## src/sv/u2gb_pkg.sv

```systemverilog
// u2gb_pkg: shared types and constants for the UTF-16 to GB2312 converter.
// Used by the front classifier, the command queue and the back end.
package u2gb_pkg;

    localparam int CMD_W      = 1;
    localparam int INDEX_W    = 13;
    localparam int CODE_W     = 16;
    localparam int TLEN_W     = 14;
    localparam int BYTE_W     = 8;
    localparam int QUEUE_DEPTH = 4;

    localparam logic [CMD_W-1:0]  CMD_LOAD    = 1'b0;
    localparam logic [CMD_W-1:0]  CMD_CONVERT = 1'b1;

    localparam logic [CODE_W-1:0] CODE_NUL    = 16'h0000;
    localparam logic [CODE_W-1:0] CODE_NONCHAR = 16'hFFFF;
    localparam logic [CODE_W-1:0] CJK_FIRST   = 16'h4E00;
    localparam logic [BYTE_W-1:0] ASCII_LOW   = 8'h20;
    localparam logic [BYTE_W-1:0] ASCII_HIGH  = 8'h7E;
    localparam logic [BYTE_W-1:0] QMARK       = 8'h3F;

    typedef enum logic [1:0] {
        OP_LOAD,
        OP_TERM,
        OP_BYTE,
        OP_LOOKUP
    } op_kind_t;

    // One classified item: a table write, a string end, a single byte or a lookup.
    typedef struct packed {
        op_kind_t            kind;
        logic [INDEX_W-1:0]  index;
        logic [CODE_W-1:0]   key;
        logic [CODE_W-1:0]   data;
    } queue_entry_t;

endpackage

```

## src/sv/u2gb_front.sv

```systemverilog
// u2gb_front: accepts input transfers and classifies each into a queue entry.
// Depends on u2gb_pkg.
module u2gb_front #(
    parameter int TABLE_DEPTH = 8192
) (
    input  logic                              s_valid,
    output logic                              s_ready,
    input  logic [u2gb_pkg::CMD_W-1:0]        s_command,
    input  logic [u2gb_pkg::INDEX_W-1:0]      s_entry_index,
    input  logic [u2gb_pkg::CODE_W-1:0]       s_entry_unicode,
    input  logic [u2gb_pkg::CODE_W-1:0]       s_entry_gb,
    input  logic [u2gb_pkg::CODE_W-1:0]       s_code_unit,
    input  logic                              q_ready,
    output logic                              q_push,
    output u2gb_pkg::queue_entry_t            q_wdata
);

    logic in_range;
    logic printable;

    assign s_ready   = q_ready;
    assign in_range  = 32'(s_entry_index) < 32'(TABLE_DEPTH);
    assign printable = (s_code_unit[7:0] >= u2gb_pkg::ASCII_LOW) &&
                       (s_code_unit[7:0] <= u2gb_pkg::ASCII_HIGH);

    // loads past the table end are dropped here
    assign q_push = s_valid && q_ready &&
                    !((s_command == u2gb_pkg::CMD_LOAD) && !in_range);

    always_comb begin
        q_wdata.index = s_entry_index;
        q_wdata.key   = s_entry_unicode;
        q_wdata.data  = s_entry_gb;
        q_wdata.kind  = u2gb_pkg::OP_LOAD;
        if (s_command == u2gb_pkg::CMD_CONVERT) begin
            q_wdata.key  = s_code_unit;
            q_wdata.data = {8'd0, u2gb_pkg::QMARK};
            if ((s_code_unit == u2gb_pkg::CODE_NUL) ||
                (s_code_unit == u2gb_pkg::CODE_NONCHAR)) begin
                q_wdata.kind = u2gb_pkg::OP_TERM;
            end else if (s_code_unit[15:8] == 8'd0) begin
                q_wdata.kind = u2gb_pkg::OP_BYTE;
                if (printable) begin
                    q_wdata.data = {8'd0, s_code_unit[7:0]};
                end
            end else if (s_code_unit >= u2gb_pkg::CJK_FIRST) begin
                q_wdata.kind = u2gb_pkg::OP_LOOKUP;
            end else begin
                q_wdata.kind = u2gb_pkg::OP_BYTE;
            end
        end
    end

endmodule

```

## config.mk

```make
export PLATFORM = sky130hd
export DESIGN_NAME = u2gb_front
export DESIGN_NICKNAME = d
export VERILOG_FILES = /design/src/sv/u2gb_pkg.sv /design/src/sv/u2gb_front.sv
export SDC_FILE = /design/constraint.sdc
export NUM_CORES = 1
export LEC_CHECK = 0
export BUFFER_PORTS_ARGS = -buffer_cell sky130_fd_sc_hd__buf_4
export CELL_PAD_IN_SITES_DETAIL_PLACEMENT = 0
export CELL_PAD_IN_SITES_GLOBAL_PLACEMENT = 1
export CORE_MARGIN = 2
export CORE_UTILIZATION = 13
export DETAILED_ROUTE_END_ITERATION = 10
export PLACE_DENSITY = 0.86
export SYNTH_ARGS = -nofsm -noshare
export SYNTH_HDL_FRONTEND = slang
export SYNTH_SLANG_ARGS = --single-unit
export TNS_END_PERCENT = 20
```

## constraint.sdc

```tcl
create_clock -name vclk -period 2.3
set_input_delay 0.69 -clock vclk [all_inputs]
set_output_delay 0.69 -clock vclk [all_outputs]
set_load 0.01 [all_outputs]
```

[Yosys cells after proc, flatten, opt, wreduce, memory -nomap -nowiden]
Cells that the tools add are included.
Word-level totals
  latch bits: 0
  memory bits (writable): 0
  input bits: 64
  memories: 0
  register bits after elaboration: 0
  bits in read-only memories: 0
Operators by class
  $mul: 0
  add/sub/neg operators: 0
  muxes and demuxes: 8
  order comparisons: 3
  shifts and indexed selects: 0
  reduce and logical (&&, ||, !) cells: 5
  div/mod/pow operators: 0
  bitwise operators: 0
  equal/unequal tests: 1
Operators by type and width (count)
  $mux 32: 1
  $eq 16x16->1 const B: 1
  $ge 16x15->1 const B: 1
  $logic_not 16->1: 1
  $mux 16: 1
  $mux 8: 2
  $ge 8x6->1 const B: 1
  $le 8x7->1 const B: 1
  $logic_not 8->1: 1
  $mux 2: 2
  $logic_and 1x1->1: 2
  $mux 1: 2
  $logic_or 1x1->1: 1

[Depth between registers and ports, before layout]
Gate-level depths: netlist of run 1.
  word-level depth: 6
  gate-level depth with buffers: 4
  gate-level depth less buffers: 4

[Least setup slack after synthesis of run 1]
OpenSTA, ideal clock, no wires.
  path kind: input-to-output
  start point: in s_code_unit[14] (netlist name)
  end point: out q_wdata[0] (netlist name)
  buffers on the path: 0
  data arrival time: 1.694 ns
  stages on the path: 4
  required time: 1.610 ns
  setup slack: -0.084 ns
  cells stage by stage: nor4_2 > nand3_1 > or3_4 > o22a_1
RTL lines
  start, declared: RTL line u2gb_front.sv:12  | input logic [u2gb_pkg::CODE_W-1:0] s_code_unit,
  end, declared: RTL line u2gb_front.sv:15  | output u2gb_pkg::queue_entry_t q_wdata

==> flow_summary.yaml, run 1 <==
floorplan:
  floorplan.die.height_um: 69.59
  die-width_um: 69.59
  placement_rows: 23
  total_die_area_sq_um: 4843
  top_level_ports: 113
  placeableCoreArea_sq_um: 4058
  floorplan.initialDensity: 0.1378
cells_and_area:
  final.clkbuf_count: 0
  proportion_of_layout_cells_with_a_drive_suffix_above_1: 0.7727
  seq_cell_count: 0
  filler_cell_count: 427
  antenna_cells_inserted: 0
  areaGrowthSynthToFinish_pct: 129.5
  register_cell_area_after_layout_sq_um: 0
  design.final.nets: 220
  finish.utilization: 0.3164
job:
  max_cap_violations: 0
sta:
  final-hold-violation-count: 0
  worst_slew_pin_tran_ns: 0.3298
  fin_crit_ns: 2.617
  worst_slew_margin_rel: 0.7781
  final_critical_path_share_of_the_clock_period: 1.138
  max_freq_mhz: 382.2
  unrepaired_setup_endpoints_after_global_routing: "yes"
  finalSetupViolations: 9
  layout_setup_ws_ns: -0.3166
  slew_violations: 0
  fin_worst_hold_slack_ns: 1.380
synthesis:
  synth-warning-count: 0
  synth_nets: 138
  synth_top_family_by_area: "simple AND/OR/NAND/NOR gates"
  netlist.area_leader.share: 0.3020
  synth-simple-area-share: 0.3043
  gate_count_post_synth: 74
  yosys.cell_count.top_type: "mux2_2"
  yosysUniqueCellTypes: 24
  post_synthesis_compound_gate_area_fraction: 0.1566
  post_synth_xor_area_fraction: 0
  post-synth-top-area-cell: "mux2_2"
  synth_seq_area_share: 0
  postSynthAreaPerCell_sq_um: 7.558
  synth_adder_area_share: 0
  mappedNetlistArea_sq_um: 559.3
  yosys-mux-area-fraction: 0.3020
  ys_top_cells_by_area: "mux2_2 30%, buf_4 19%, nor2b_1 10%"
  post_synth_most_frequent_cells: "15 x mux2_2, 14 x buf_4, 9 x nor2b_1"
route:
  dr_total_vias: 822
  final_antenna_net_count: 0
  drt-pass1-iter-count: 4
  total_wire_length_after_detailed_routing_mm: 2.371
  drc_errors: 0
  detail_route.iter0.violations: 11
  post_drt_via_cell_ratio: 4.029
  avgRoutedWirePerCell_um: 11.62
clock_network:
  cts-hold-fix-buffers: 0
  post_cts.repair.setup_buffers: 0
global_routing:
  first_global_vias: 817
  globalRouteOverflowTotal: 0
  grtUsageTotal: 0.09113
  grt_max_degree: 18
  wire_length_of_the_first_global_routing_pass_mm: 3.815
  antenna_found_initial: 0
placed_design:
  hpwl_mm: 2.015
  place_ws_ns: -0.3529
  buffers_on_ports: 87
  finalWeightedCongestion: 0.6951
run_status:
  failed_checks: "negative setup slack"
  outcome: "complete, but fails checks"
min_path:
  hold_end: "q_wdata[32]"
  worstHoldStart: "s_entry_index[0]"
  worst_hold_path.num_cells: 0
  timing.hold.worst.class: "in -> out"
worst_setup_path:
  critical_path.max_fanout: 5
  timing_worst_setup_path_type: "in -> out"
  worstSetupStartpointType: "primary input"
  cp_data_arrival_time_ns: 1.93
  worst_ep_required_time_ns: 1.61
  end_kind: "output pin"
power:
  leakage_power_total_nw: 0.6230
  peakVddDrop_v: 0.00006051
  power.density_cell_area_nw_per_um2: 184.9
==> power breakdown <==
group / switching [mW] / leakage (nW) / internal [mW]
clock network: 0 / 0 / 0
logic: 0.0866 / 0.623 / 0.151
registers: 0 / 0 / 0
==> cell type report <==
class	instances	area [sq um]	share of cell area
Timing Repair Buffer	98	762.0	0.5936
Multi-Input combinational cell	53	447.9	0.3489
Tap cell	50	62.56	0.04873
Inverter	3	11.26	0.008772
==> placed cells by master (no fill, tap or decap), types with 2 or more instances in the layout <==
master / instances
nor2b_1: 9
mux2_2: 15
nor2_1: 4
nand3_1: 2
inv_1: 3
buf_4: 92
buf_6: 5
nand2_1: 2
nand4_1: 2
o22a_1: 5
==> cells by family (layout without fill, tap and decap cells) <==
| group | count (synthesis) | count (layout) |
|---|---|---|
| AND/OR/NAND/NOR | 27 | 27 |
| AO/OA/AOI/OAI | 11 | 11 |
| buffers and inverters | 21 | 101 |
| multiplexers | 15 | 15 |
==> how the worst max path moves through the flow <==
stage | start | endpoint | slack, ns | cells past startpoint
after global placement | s_code_unit[14] | q_wdata[0] | -0.34 | 6
after CTS | s_code_unit[14] | q_wdata[3] | -0.32 | 6
after global routing | s_code_unit[15] | q_wdata[0] | -0.40 | 6
after floorplan | s_code_unit[14] | q_wdata[0] | -0.07 | 4
final | s_code_unit[14] | q_wdata[2] | -0.32 | 6
after detailed placement | s_code_unit[14] | q_wdata[3] | -0.35 | 6
==> per-stage QoR <==
| step | power [mW] | instance area (sq um) | std cells | setup TNS (ns) |
|---|---|---|---|---|
| 3_3_place_gp | 0.2295 | 1236 | 204 | -2.722 |
| 6_report | 0.2373 | 1284 | 204 | -2.250 |
| 4_1_cts | 0.2366 | 1262 | 204 | -2.411 |
| 5_1_grt | 0.2561 | 1284 | 204 | -2.989 |
| 3_5_place_dp | 0.2318 | 1236 | 204 | -2.761 |
| 2_1_floorplan | 0.1027 | 559.3 | 74 | -0.3364 |
==> per-layer routing <==
layer	wire [um]	global-route usage	up-vias
met1	876	0.1111	353
met5	0	0	-
met4	4	0.006536	0
met2	1242	0.1731	52
met3	247	0.01453	2
li1	-	-	415
==> worst max-delay path, stage by stage <==
cell and delay (ns):
buf_8 0.10, nor4_4 0.26, nand3_2 0.12, or3_4 0.44, o22a_1 0.18, buf_4 0.14
==> what timing repair did <==
action,CTS,global route
gates resized for setup,6,4
setup endpoints to repair,9,9
pin swaps,4,2
Power figures use the tool's default switching activity.
==> inputs of run 2 (changes only) <==
--- a/config.mk
+++ b/config.mk
@@ -9,9 +9,9 @@
 export CELL_PAD_IN_SITES_DETAIL_PLACEMENT = 0
 export CELL_PAD_IN_SITES_GLOBAL_PLACEMENT = 1
 export CORE_MARGIN = 2
-export CORE_UTILIZATION = 13
+export CORE_UTILIZATION = 14
 export DETAILED_ROUTE_END_ITERATION = 10
-export PLACE_DENSITY = 0.86
+export PLACE_DENSITY = 0.88
 export SYNTH_ARGS = -nofsm -noshare
 export SYNTH_HDL_FRONTEND = slang
 export SYNTH_SLANG_ARGS = --single-unit
==> constraint.sdc (replaced) <==
create_clock -name vclk -period 2.76
set_input_delay 0.828 -clock vclk [all_inputs]
set_output_delay 0.828 -clock vclk [all_outputs]
set_load 0.01 [all_outputs]
==> flow_summary.yaml, run 2 (synthesis results as in run 1) <==
route:
  avgRoutedWirePerCell_um: 11.92
  detail_route.iter0.violations: 0
  post_drt_via_cell_ratio: 4.236
  drt-pass1-iter-count: 1
  dr_total_vias: 843
  drc_errors: 0
  final_antenna_net_count: 0
  total_wire_length_after_detailed_routing_mm: 2.373
placed_design:
  place_ws_ns: -0.1615
  hpwl_mm: 2.089
  finalWeightedCongestion: 0.6545
  buffers_on_ports: 87
global_routing:
  first_global_vias: 839
  grtUsageTotal: 0.09549
  globalRouteOverflowTotal: 0
  antenna_found_initial: 0
  grt_max_degree: 23
  wire_length_of_the_first_global_routing_pass_mm: 3.498
sta:
  tns_ns: -0.5182
  unrepaired_setup_endpoints_after_global_routing: "yes"
  max_freq_mhz: 350.0
  final-hold-violation-count: 0
  final_critical_path_share_of_the_clock_period: 1.035
  worst_slew_margin_rel: 0.8179
  fin_crit_ns: 2.857
  worst_slew_pin_tran_ns: 0.2706
  slew_violations: 0
  layout_setup_ws_ns: -0.09741
  finalSetupViolations: 7
worst_setup_path:
  worst_path_cell_chain: "buf_8 > nor4_4 > nand3_2 > or3_4 > o22a_1 > buf_6"
  end_kind: "output pin"
  max_stage_delay_ns: 0.41
  critical_path.max_fanout: 5
  timing.critical_path.slowest_stage_cell: "or3_4"
  cp_data_arrival_time_ns: 2.03
  worst_ep_required_time_ns: 1.93
  worstSetupStartpointType: "primary input"
  timing_worst_setup_path_type: "in -> out"
cells_and_area:
  areaGrowthSynthToFinish_pct: 125.5
  register_cell_area_after_layout_sq_um: 0
  finish.utilization: 0.3369
  design.final.nets: 217
  proportion_of_layout_cells_with_a_drive_suffix_above_1: 0.7616
  filler_cell_count: 417
  seq_cell_count: 0
  antenna_cells_inserted: 0
  mostFrequentLayoutCells: "88 x buf_4, 15 x mux2_2, 9 x nor2b_1"
  commonest_non_fill_non_tap_cell_in_the_layout: "buf_4"
  final.clkbuf_count: 0
run_status:
  outcome: "complete, but fails checks"
  failed_checks: "negative setup slack"
clock_network:
  post_cts.repair.setup_buffers: 0
  cts-hold-fix-buffers: 0
floorplan:
  placement_rows: 22
  floorplan.initialDensity: 0.1494
  total_die_area_sq_um: 4517
  top_level_ports: 113
  die-width_um: 67.21
  floorplan.die.height_um: 67.21
  placeableCoreArea_sq_um: 3744
min_path:
  worst_hold_path.num_cells: 0
  timing.hold.worst.class: "in -> out"
  hold_end: "q_wdata[32]"
  worstHoldStart: "s_entry_index[0]"
power:
  leakage_power_total_nw: 0.6111
  peakVddDrop_v: 0.00007150
  power.density_cell_area_nw_per_um2: 155.2
job:
  max_cap_violations: 0
[run 2: power by group]
part / switching, mW / internal [mW] / total [mW]
Sequential: 0 / 0 / 0
Combinational: 0.0723 / 0.123 / 0.196
Clock: 0 / 0 / 0
[run 2: area by class of cell]
type | count | area, sq um | area share
tap | 48 | 60.06 | 0.04762
timing repair buffer | 95 | 743.2 | 0.5893
multi-input combinational | 53 | 446.7 | 0.3542
inverter | 3 | 11.26 | 0.008929
[run 2: what timing repair did]
action / CTS / global route
endpoints found under the setup margin: 8 / 9
resized for setup: 7 / 4
hold endpoints to repair: 0 / 0
pin swaps: 10 / 2
[run 2: worst max-delay path by stage]
stage,endpoint,slack [ns],start,cells after the start
6_report,q_wdata[1],-0.1,s_code_unit[10],6
5_1_grt,q_wdata[1],-0.15,s_code_unit[10],6
3_3_place_gp,q_wdata[2],-0.16,s_code_unit[14],6
3_5_place_dp,q_wdata[1],-0.16,s_code_unit[14],6
2_1_floorplan,q_wdata[0],0.10,s_code_unit[14],4
4_1_cts,q_wdata[1],-0.14,s_code_unit[10],6
[run 2: critical path, delay by kind of cell]
family	cells	cell delay (ns)
simple gates	3	0.78
buf+inv	2	0.22
compound gates	1	0.19
[run 2: routing by layer]
metal / vias up / wire [um] / GRT usage
met5: - / 0 / 0
met4: 0 / 19 / 0.01020
met3: 6 / 279 / 0.01500
met2: 59 / 1236 / 0.1918
met1: 368 / 838 / 0.1070
li1: 410 / - / -
[run 2: through the flow]
stage               power, mW  instance area [sq um]  hold WS, ns  instances
floorplan             0.08562                  559.3        1.748         74
global placement       0.1892                   1211        1.656        199
detailed placement     0.1910                   1211        1.656        199
CTS                    0.1954                   1237        1.656        199
global route           0.2110                   1261        1.656        199
finish                 0.1958                   1261        1.656        199
