--- config.mk ---
export PLATFORM = sky130hd
export DESIGN_NAME = u2gb_queue
export DESIGN_NICKNAME = d
export VERILOG_FILES = /design/src/sv/u2gb_pkg.sv /design/src/sv/u2gb_queue.sv
export SDC_FILE = /design/constraint.sdc
export NUM_CORES = 1
export LEC_CHECK = 0
export CORE_ASPECT_RATIO = 0.75
export CORE_MARGIN = 5
export CORE_UTILIZATION = 40
export DETAILED_ROUTE_END_ITERATION = 7
export DONT_BUFFER_PORTS = 1
export PLACE_DENSITY = 0.63
export SETUP_SLACK_MARGIN = 0.5
export SYNTH_ARGS = -nofsm -noshare
export SYNTH_HDL_FRONTEND = slang
export SYNTH_SLANG_ARGS = --single-unit
--- constraint.sdc ---
create_clock -name aclk -period 4.1 [get_ports aclk]
set_clock_uncertainty 0.15 [all_clocks]
set_input_delay 0 -clock aclk [delete_from_list [all_inputs] [get_ports aclk]]
set_output_delay 0 -clock aclk [all_outputs]
set_load 0.005 [all_outputs]
--- src/sv/u2gb_pkg.sv ---
// u2gb_pkg: shared types and constants for the UTF-16 to GB2312 converter.
// Used by the front classifier, the command queue and the back end.
package u2gb_pkg;

    localparam int CMD_W      = 1;
    localparam int INDEX_W    = 13;
    localparam int CODE_W     = 16;
    localparam int TLEN_W     = 14;
    localparam int BYTE_W     = 8;
    localparam int QUEUE_DEPTH = 4;

    localparam logic [CMD_W-1:0]  CMD_LOAD    = 1'b0;
    localparam logic [CMD_W-1:0]  CMD_CONVERT = 1'b1;

    localparam logic [CODE_W-1:0] CODE_NUL    = 16'h0000;
    localparam logic [CODE_W-1:0] CODE_NONCHAR = 16'hFFFF;
    localparam logic [CODE_W-1:0] CJK_FIRST   = 16'h4E00;
    localparam logic [BYTE_W-1:0] ASCII_LOW   = 8'h20;
    localparam logic [BYTE_W-1:0] ASCII_HIGH  = 8'h7E;
    localparam logic [BYTE_W-1:0] QMARK       = 8'h3F;

    typedef enum logic [1:0] {
        OP_LOAD,
        OP_TERM,
        OP_BYTE,
        OP_LOOKUP
    } op_kind_t;

    // One classified item: a table write, a string end, a single byte or a lookup.
    typedef struct packed {
        op_kind_t            kind;
        logic [INDEX_W-1:0]  index;
        logic [CODE_W-1:0]   key;
        logic [CODE_W-1:0]   data;
    } queue_entry_t;

endpackage

--- src/sv/u2gb_queue.sv ---
// u2gb_queue: short FIFO of classified entries between front and back end.
// Depends on u2gb_pkg.
module u2gb_queue (
    input  logic                         aclk,
    input  logic                         aresetn,
    input  logic                         push,
    input  u2gb_pkg::queue_entry_t       wdata,
    output logic                         ready,
    output logic                         valid,
    output u2gb_pkg::queue_entry_t       rdata,
    input  logic                         pop
);

    localparam int QAW = $clog2(u2gb_pkg::QUEUE_DEPTH);
    localparam int CW  = $clog2(u2gb_pkg::QUEUE_DEPTH + 1);

    u2gb_pkg::queue_entry_t slots_reg [u2gb_pkg::QUEUE_DEPTH];
    logic [QAW-1:0] wr_ptr_reg, wr_ptr_next;
    logic [QAW-1:0] rd_ptr_reg, rd_ptr_next;
    logic [CW-1:0]  count_reg, count_next;
    logic           do_push, do_pop;

    assign ready   = count_reg != CW'(u2gb_pkg::QUEUE_DEPTH);
    assign valid   = count_reg != '0;
    assign rdata   = slots_reg[rd_ptr_reg];
    assign do_push = push && ready;
    assign do_pop  = pop && valid;

    always_comb begin
        wr_ptr_next = do_push ? wr_ptr_reg + QAW'(1) : wr_ptr_reg;
        rd_ptr_next = do_pop  ? rd_ptr_reg + QAW'(1) : rd_ptr_reg;
        count_next  = count_reg;
        if (do_push && !do_pop) begin
            count_next = count_reg + CW'(1);
        end else if (!do_push && do_pop) begin
            count_next = count_reg - CW'(1);
        end
    end

    always_ff @(posedge aclk) begin
        if (!aresetn) begin
            wr_ptr_reg <= '0;
            rd_ptr_reg <= '0;
            count_reg  <= '0;
        end else begin
            wr_ptr_reg <= wr_ptr_next;
            rd_ptr_reg <= rd_ptr_next;
            count_reg  <= count_next;
        end
    end

    always_ff @(posedge aclk) begin
        if (do_push) begin
            slots_reg[wr_ptr_reg] <= wdata;
        end
    end

endmodule

# == Word level (Yosys, flattened, before mapping) ==
# Memory sizes are Yosys's and may differ from the RTL's. A register that Yosys moved wholly into a read port is not among the register bits.
# Index checks and enable logic that the tools add are counted.
# classes
reduce_logical,8
shifts,0
addsub,4
n_lt_le_gt_ge,0
n_eq_ne,1
n_mux,6
bitwise_logic,0
mul,0
n_div,0
# ops
cell,n
$mux 3,2
$add 2x1->2 const B,2
$logic_and 1x1->1,4
$mux 2,2
$add 3x1->3 const B,1
$ne 3x3->1 const B,1
$reduce_bool 3->1,1
$sub 3x1->3 const B,1
$logic_not 1->1,2
$mux 1,2
$reduce_bool 2->1,1
# totals
mem_bits_ro,0
output_inout_bits,49
ff_bits,7
in_bits,51
elab_cells,23
n_memories,1
mem_bits_rw,188
latch_bits,0
# mem_list
name,words,word_bits,rd,rd_clocked_by_memory_dff,wr,line,source
slots_reg,4,47,1,1,1,u2gb_queue.sv:17,u2gb_pkg::queue_entry_t slots_reg [u2gb_pkg::QUEUE_DEPTH];

# == Longest topological paths before layout ==
# Gate-level depths: netlist of the first run.
# depth
word_depth,6
depth_mapped,8
depth_no_buf,8

# == Worst setup path before layout of the first run ==
# No wires, ideal clock.
# synth_timing
kind,flip-flop to flip-flop
start,register count_reg[0]
end,"memory slots_reg[0][0] in the netlist's numbering, enable pin"
required_ns,3.541
setup_time_ns,0.409
path_slack_ns,1.573
path_stages_with_launch,4
n_path_buf,0
arrival_time_ns,1.968
synth_period_minus_slack_ns,2.527
path_cell_list,dfxtp_1 nor2_1 a21boi_2 and2_1
# synth_via
elab_chain_cells,4
# synth_rtl
element,line,source
"start, declared",u2gb_queue.sv:20,"logic [CW-1:0] count_reg, count_next;"
"start signal, assigned",u2gb_queue.sv:48,count_reg <= count_next;
$ne 3x3->1,u2gb_queue.sv:23,assign ready = count_reg != CW'(u2gb_pkg::QUEUE_DEPTH);
$logic_and 1x1->1,u2gb_queue.sv:26,assign do_push = push && ready;
via do_push,u2gb_queue.sv:21,"logic do_push, do_pop;"
$mux 1,u2gb_queue.sv:53,if (do_push) begin
$mux 1 (not written as such),u2gb_queue.sv:54,slots_reg[wr_ptr_reg] <= wdata;
"end, declared",u2gb_queue.sv:17,
# The timed path passes the listed nets, and every way through them passes these cells.

# == Final worst setup path of the first run ==
# layout_timing
start,register count_reg[1]
end,"memory slots_reg[3][34] in the netlist's numbering, enable pin"
# Same word-level chain as after synthesis.

==> impl_metrics.tcl, run 1 <==
set metrics [dict create \
    seq_area_frac_synth 0.7996 \
    drc_errors 0 \
    slew_headroom 0.3551 \
    utilization 0.4856 \
    post-route-min-period_ps 2528 \
    setup_viol 0 \
    multiInputGateArea_um2 1348 \
    status "completed" \
    timing.final.crit_share 0.6166 \
    synth_top_area_frac 0.7749 \
    regArea_um2 5831 \
    io_pins 100 \
    first_iter_violations 207 \
    initial_core_util 0.4102 \
    holdWs_ps 129.7 \
    cp-end-kind "register" \
    fmax_mhz 395.6 \
    max-clock-path-buffers 2 \
    nets 415 \
    rsz0062_at_grt "no" \
    grtUsageTotal 0.1286 \
    fin_area_um2 8626 \
    die_h_um 126.9 \
    ys_ff_latch 197 \
    synth_top_area_cell "edfxtp_1" \
    setup_slack_ps 1572 \
    crit_fanout 27 \
    fin_setup_tns_ps 0 \
    area_delta_synth_final_pct 18.39 \
    drv_cap 0 \
    yosys_warnings 0 \
    largest_reg_flops 188 \
    drtAntennaViolNets 0 \
    io_buffers 0 \
    fin_cells 614 \
    critical_path_class "reg2reg" \
    wl_mm 13.03 \
    total_power_mw 5.084 \
    drv_slew 0 \
    place.gp.congestion 0.7225 \
    drive_above_1_share 0.2453 \
    synthTopCellsByArea "edfxtp_1 77%, mux4_2 15%, dfxtp_1 2.5%" \
    cts_buffers 17 \
    p_leak_nw 2.708 \
    power.density_nw_per_um2 589.4 \
    avgSynthCellArea_um2 24.87 \
    finalHoldViolations 0 \
    start_kind "register" \
    cts.sink_count 197 \
    first_global_vias 3384 \
    core.rowCount 42 \
    path_clk_slew_ps 70 \
    cts_tree "yes" \
    num_vias 3126 \
    cp.required_ps 4030 \
    place_area_um2 7537 \
    antenna_found_initial 1 \
    insertion_delay_ps 410 \
    dp_slack_ps 1530 \
    arrival_ps 2460 \
    wl_per_cell_um 21.22 \
    hpwlAfterDp_mm 7.809 \
    root_buffer "clkbuf_16" \
    dp.cells 530 \
    grt_overflow 0 \
    grt_pass1_wl_mm 20.17 \
    core_area_um2 17760 \
    nFillCells 1472 \
    tightest_slew_ps 967.3 \
    die_x_um 165.8 \
    die_area_um2 21040 \
    syn_area_um2 7286 \
    vdd_drop_max_uv 320.3 \
    syn-num-nets 350 \
    viasPerCell 5.091 \
    min_path_type "in2reg" \
    r2r_slack_ps 1570 \
    synth_cell_types 24 \
    cts-resized-gates 0 \
    grt_max_degree 48 \
    htreeDepth 4 \
    syn_inst 293 \
    drtPass1Iterations 4 \
]
-- power by group --
part	switching, mW	total [mW]	internal (mW)
registers	0.201	2.65	2.45
clock network	0.721	1.58	0.857
logic	0.396	0.857	0.461
total	1.32	5.08	3.77
-- worst max-delay path, cell delays in order (launching register included) --
cell      delay (ps)
dfxtp_1          460
nor2_1           120
a21boi_2         330
and2_2           680
buf_4            440
-- cell families after synthesis --
group,after synthesis,share of synthesized area
buffers and inverters,14,0.01614
adder cells (fa/ha/maj),6,0.01133
XOR/XNOR,4,0.004809
flip-flops,197,0.7996
AND/OR/NAND/NOR,17,0.01254
AO/OA/AOI/OAI,5,0.006182
multiplexers,50,0.1494
-- layout by cell type (no fill, tap or decap) --
master         count
inv_6              3
clkinv_8           1
mux4_2            47
ha_1               5
clkinv_1           1
o21ai_0            1
and2_2             4
inv_8              2
clkbuf_1           1
mux2i_1            3
xor2_1             1
fa_1               1
clkinv_2           1
dfxtp_1            7
o31ai_2            1
and2_1             4
clkinv_4           4
dfxtp_2            1
or3_1              2
a21boi_2           1
dfxtp_4            1
diode_2            1
dlygate4sd3_1     51
buf_4              6
bufinv_16          1
nor2b_1            1
edfxtp_1         188
inv_1              3
o311ai_1           1
xnor2_1            3
clkbuf_16         17
nor2_1             1
clkinvlp_4         1
a21boi_0           1
nand2_1            5
-- cell type report --
type,count,area share
Antenna cell,1,0.0002901
Clock buffer,18,0.04975
Clock inverter,14,0.01697
Inverter,3,0.001305
Multi-Input combinational cell,82,0.1562
Sequential cell,197,0.6760
Tap cell,242,0.03510
Timing Repair Buffer,57,0.06440
-- path summary, 6_finish.rpt --
kind                 endpoint  cells after the start           from
max reg2reg  slots_reg[3][34]                      4   count_reg[1]
min          slots_reg[1][15]                      1      wdata[15]
max          slots_reg[3][34]                      4   count_reg[1]
min reg2reg     wr_ptr_reg[1]                      2  wr_ptr_reg[1]
-- cells in the mapped netlist, drive strengths merged --
cell type / n
o31ai: 1
o21ai: 1
dfxtp: 9
inv: 3
mux2i: 3
ha: 5
nand2: 5
xor2: 1
clkbuf: 2
o311ai: 1
xnor2: 3
mux4: 47
nor2b: 1
buf: 9
nor2: 1
a21boi: 2
and2: 8
fa: 1
or3: 2
edfxtp: 188
-- repair_timing --
action	CTS	global route
hold buffers	51	0
endpoints found under the hold margin	197	0
endpoints found under the setup margin	0	0
buffers inserted	0	0
-- per-layer routing --
metal,track usage,vias to the layer above,share of wire
met2,0.1967,89,0.47
met3,0.05412,14,0.075
met4,0.03637,2,0.010
met5,0,-,0.0010
met1,0.1713,1655,0.44
li1,-,1366,-
No activity file was read; power rests on OpenSTA's default activity.
==> inputs of run 2 (changes only) <==
- PLACE_DENSITY: 0.63 -> 0.65
- clock period: 4.1 -> 2.13 ns (I/O delays scaled with it)
==> impl_metrics.tcl, run 2 (synthesis gave the netlist of run 1 again) <==
set metrics [dict create \
    cp-end-kind "register" \
    nets 468 \
    grt_max_degree 48 \
    tightest_slew_ps 323.5 \
    drv_slew 0 \
    viasPerCell 5.132 \
    grt_pass1_wl_mm 22.11 \
    antenna_found_initial 2 \
    hpwlAfterDp_mm 7.866 \
    wl_mm 16.65 \
    nFillCells 1348 \
    core_area_um2 17760 \
    drc_errors 0 \
    rsz0062_at_grt "yes" \
    hp-start "aresetn" \
    min_path_type "in2reg" \
    arrival_ps 2290 \
    io_pins 100 \
    grt_use_met2 0.2243 \
    drtPass1Iterations 4 \
    root_buffer "clkbuf_16" \
    fmax_mhz 478.1 \
    cts_tree "yes" \
    drive_above_1_share 0.3491 \
    setup_viol 0 \
    r2r_start "count_reg[0]" \
    first_iter_violations 303 \
    first_global_vias 3470 \
    final_common_cell "edfxtp_1" \
    finalHoldViolations 8 \
    start_kind "register" \
    violations "negative hold slack" \
    core.rowCount 42 \
    setup_slack_ps 38.43 \
    insertion_delay_ps 430 \
    grt_util_met3 0.05039 \
    utilization 0.5504 \
    htreeDepth 4 \
    largest_reg_flops 188 \
    fin_area_um2 9777 \
    initial_core_util 0.4102 \
    vdd_drop_max_uv 485.2 \
    grt_use_met1 0.1916 \
    timing.final.crit_share 0.9820 \
    drtAntennaViolNets 0 \
    crit_slowest_cell "dfxtp_4" \
    die_area_um2 21040 \
    crit_start "count_reg[0]" \
    ctsHoldBuffers 49 \
    critPathMaxStageDelay_ps 370 \
    place.gp.congestion 0.6806 \
    wl_per_cell_um 24.97 \
    area_delta_synth_final_pct 34.19 \
    dp_slack_ps 21.42 \
    p_leak_nw 3.199 \
    die_h_um 126.9 \
    slew_headroom 0.7809 \
    post-route-min-period_ps 2092 \
    crit_chain "o31ai_4, ha_4, inv_2, fa_2, xor2_1, or3_1, a21boi_1" \
    cts.sink_count 197 \
    grtUsageTotal 0.1423 \
    crit_buf_inv 1 \
    critical_path_class "reg2reg" \
    path_clk_slew_ps 70 \
    num_vias 3423 \
    drv_cap 0 \
    place_area_um2 7685 \
    holdWs_ps -460.0 \
    fin_setup_tns_ps 0 \
    cp.required_ps 2330 \
    io_buffers 0 \
    crit_fanout 4 \
    cts_buffers 17 \
    die_x_um 165.8 \
    grt_overflow 0 \
    cpLargestDelayFamily "adder cells" \
    final_cell_mix "188 x edfxtp_1, 49 x dlygate4sd3_1, 47 x mux4_2" \
    power.density_nw_per_um2 1118 \
    grt_busiest_layer "met2" \
    total_power_mw 10.93 \
    status "finished, violations left" \
    max-clock-path-buffers 2 \
]
[run 2: cell count changes in the layout (fill, tap and decap cells not counted), sizes merged]
cell	change
inv	-1
clkbuf	+18
clkinv	-2
dlygate4sd3	-2
buf	+40
[run 2: cell type report]
cell class / instances / area (um^2) / share of cell area
flip-flops and latches: 197 / 5839 / 0.5973
repair buffers: 110 / 1688 / 0.1726
multi-input cells: 82 / 1391 / 0.1423
clock buffers: 21 / 440.4 / 0.04505
well taps: 242 / 302.8 / 0.03097
clock inverters: 11 / 101.3 / 0.01037
inverters: 3 / 11.26 / 0.001152
diodes: 1 / 2.502 / 0.0002560
[run 2: repair_timing]
action / in CTS / in global routing
gates resized for setup: 22 / 17
pin swaps: 2 / 6
cloned: 10 / 20
buffers inserted: 10 / 12
setup endpoints to repair: 237 / 237
hold endpoints to repair: 197 / 8
[run 2: through the flow]
stage	instances	hold WS (ps)
3_3_place_gp	533	-50.96
6_report	667	-460.0
2_1_floorplan	293	-51.13
3_5_place_dp	533	-50.94
5_1_grt	667	-472.1
4_1_cts	634	-480.8
[run 2: layer usage]
layer | part of all wire | wire, um
met4 | 0.0074 | 124
met1 | 0.43 | 7086
met3 | 0.058 | 970
met2 | 0.51 | 8458
met5 | 0.00078 | 13
[run 2: path summary, 6_finish.rpt]
check	endpoint	slack (ps)	cells past startpoint
worst max register to register	count_reg[2]	40	7
worst max-delay path	count_reg[2]	40	7
worst min register to register	wr_ptr_reg[1]	350	2
worst min-delay path	count_reg[0]	-460	1
[run 2: power breakdown]
part           switching (mW)  total, mW  internal [mW]
sequential              0.175       4.89           4.72
clock                    1.33       2.95           1.62
combinational            1.31       3.09           1.78
==> inputs of run 3 (changes only) <==
- CTS_BUF_LIST: default -> sky130_fd_sc_hd__clkbuf_8
==> impl_metrics.tcl, run 3 (synthesis gave the netlist of run 1 again) <==
set metrics [dict create \
    status "finished, violations left" \
    violations "negative hold slack" \
    grtUsageTotal 0.1455 \
    die_area_um2 21040 \
    insertion_delay_ps 450 \
    dp_slack_ps 21.42 \
    io_pins 100 \
    dp.cells 533 \
    whs_path_depth 1 \
    io_buffers 0 \
    core_area_um2 17760 \
    crit_slowest_cell "dfxtp_4" \
    grt_max_degree 48 \
    ctsHoldBuffers 49 \
    critPathMaxStageDelay_ps 380 \
    reg2reg_depth 7 \
    drtPass1Iterations 4 \
    min_path_type "in2reg" \
    tightest_slew_ps 327.2 \
    setup_viol 0 \
    r2r_slack_ps 30 \
    core.rowCount 42 \
    slew_headroom 0.7784 \
    holdWs_ps -485.4 \
    die_h_um 126.9 \
    grt_use_met2 0.2332 \
    final_common_cell "edfxtp_1" \
    start_kind "register" \
    largest_reg_flops 188 \
    cp-end-kind "register" \
    arrival_ps 2320 \
    crit_chain "o31ai_4, ha_4, inv_2, fa_2, xor2_1, or3_1, a21boi_1" \
    critical_path_class "reg2reg" \
    fin_cells 636 \
    hp-start "aresetn" \
    first_iter_violations 241 \
    timing.final.crit_share 0.9838 \
    grt_util_met3 0.04914 \
    hold_end "count_reg[0]" \
    drv_cap 0 \
    rsz0062_at_grt "yes" \
    vdd_drop_max_uv 510.4 \
    max-clock-path-buffers 2 \
    fmax_mhz 477.2 \
    num_vias 3265 \
    hpwlAfterDp_mm 7.866 \
    r2r_start "count_reg[0]" \
    drv_slew 0 \
    wl_mm 14.82 \
    final_cell_mix "188 x edfxtp_1, 49 x dlygate4sd3_1, 47 x mux4_2" \
    viasPerCell 5.134 \
    path_clk_slew_ps 90 \
    finalHoldViolations 9 \
    grt_use_met1 0.1937 \
    wl_per_cell_um 23.30 \
    place.gp.congestion 0.6806 \
    p_leak_nw 2.869 \
    cp.required_ps 2350 \
    nets 437 \
    setup_slack_ps 34.49 \
    post-route-min-period_ps 2096 \
    crit_start "count_reg[0]" \
    first_global_vias 3481 \
    drc_errors 0 \
    power.density_nw_per_um2 1086 \
    drive_above_1_share 0.2952 \
    cts_buffers 17 \
    antenna_found_initial 2 \
    grt_overflow 0 \
    die_x_um 165.8 \
    grt_busiest_layer "met2" \
    crit_fanout 4 \
    utilization 0.5067 \
    area_delta_synth_final_pct 23.53 \
    drtAntennaViolNets 0 \
    grt_pass1_wl_mm 22.47 \
    cts.sink_count 197 \
    initial_core_util 0.4102 \
    htreeDepth 4 \
    root_buffer "clkbuf_8" \
    cts_tree "yes" \
    worstReg2RegEnd "count_reg[2]" \
]
## run 3: changes by cell type in the layout (fill, tap and decap cells not counted), sizes merged
| cell | change |
|---|---|
| buf | -21 |
| bufbuf | +4 |
| clkbuf | -18 |
| inv | +4 |
## run 3: worst max-delay path: cells and delay by family (launching register included)
| kind | cells | cell delay (ps) |
|---|---|---|
| simple gates | 1 | 310 |
| xor+xnor | 1 | 150 |
| buf+inv | 1 | 40 |
| flops | 1 | 380 |
| compound gates | 2 | 460 |
| fa+ha+maj | 2 | 530 |
## run 3: timing repair
item | in CTS | in global routing
pin swaps | 2 | 0
endpoints found under the setup margin | 237 | 237
setup buffers | 9 | 3
resized for setup | 20 | 4
gates cloned | 8 | 1
hold endpoints to repair | 197 | 9
## run 3: layout make-up
| class | count | area, um^2 |
|---|---|---|
| diodes | 1 | 2.502 |
| well taps | 242 | 302.8 |
| flip-flops and latches | 197 | 5838 |
| inverters | 3 | 11.26 |
| clock buffers | 17 | 234.0 |
| multi-input cells | 82 | 1391 |
| fillers | 1416 | 8762 |
| repair buffers | 79 | 1104 |
| clock inverters | 15 | 116.4 |
## run 3: per-layer routing
metal / vias to the layer above / share of wire
met2: 96 / 0.49
met4: 2 / 0.0094
met1: 1734 / 0.44
met3: 15 / 0.060
li1: 1418 / -
met5: - / 0.00088
## run 3: worst max-delay path by stage
| stage | endpoint | slack (ps) |
|---|---|---|
| 2_1_floorplan | count_reg[2] | 150 |
| 3_3_place_gp | count_reg[2] | 130 |
| 3_5_place_dp | count_reg[2] | 20 |
| 4_1_cts | count_reg[2] | 50 |
| 5_1_grt | count_reg[2] | -40 |
| 6_report | count_reg[2] | 30 |
## run 3: power breakdown
part | switching [mW] | internal [mW] | leakage [nW] | total, mW
clock | 1.23 | 0.915 | 0.189 | 2.15
combinational | 1.21 | 1.55 | 0.881 | 2.76
sequential | 0.158 | 4.71 | 1.80 | 4.87
total | 2.60 | 7.17 | 2.87 | 9.78
## run 3: through the flow
stage                     instance area [um^2]  hold WS (ps)  power [mW]  TNS, ps
after global placement                    7685        -50.96       6.900        0
after CTS                                 8935        -525.0       9.799        0
after floorplan                           7341        -51.13       6.476        0
after detailed placement                  7685        -50.94       6.954        0
final                                     9000        -485.4       9.775        0
after global routing                      9000        -519.3       10.26   -37.63
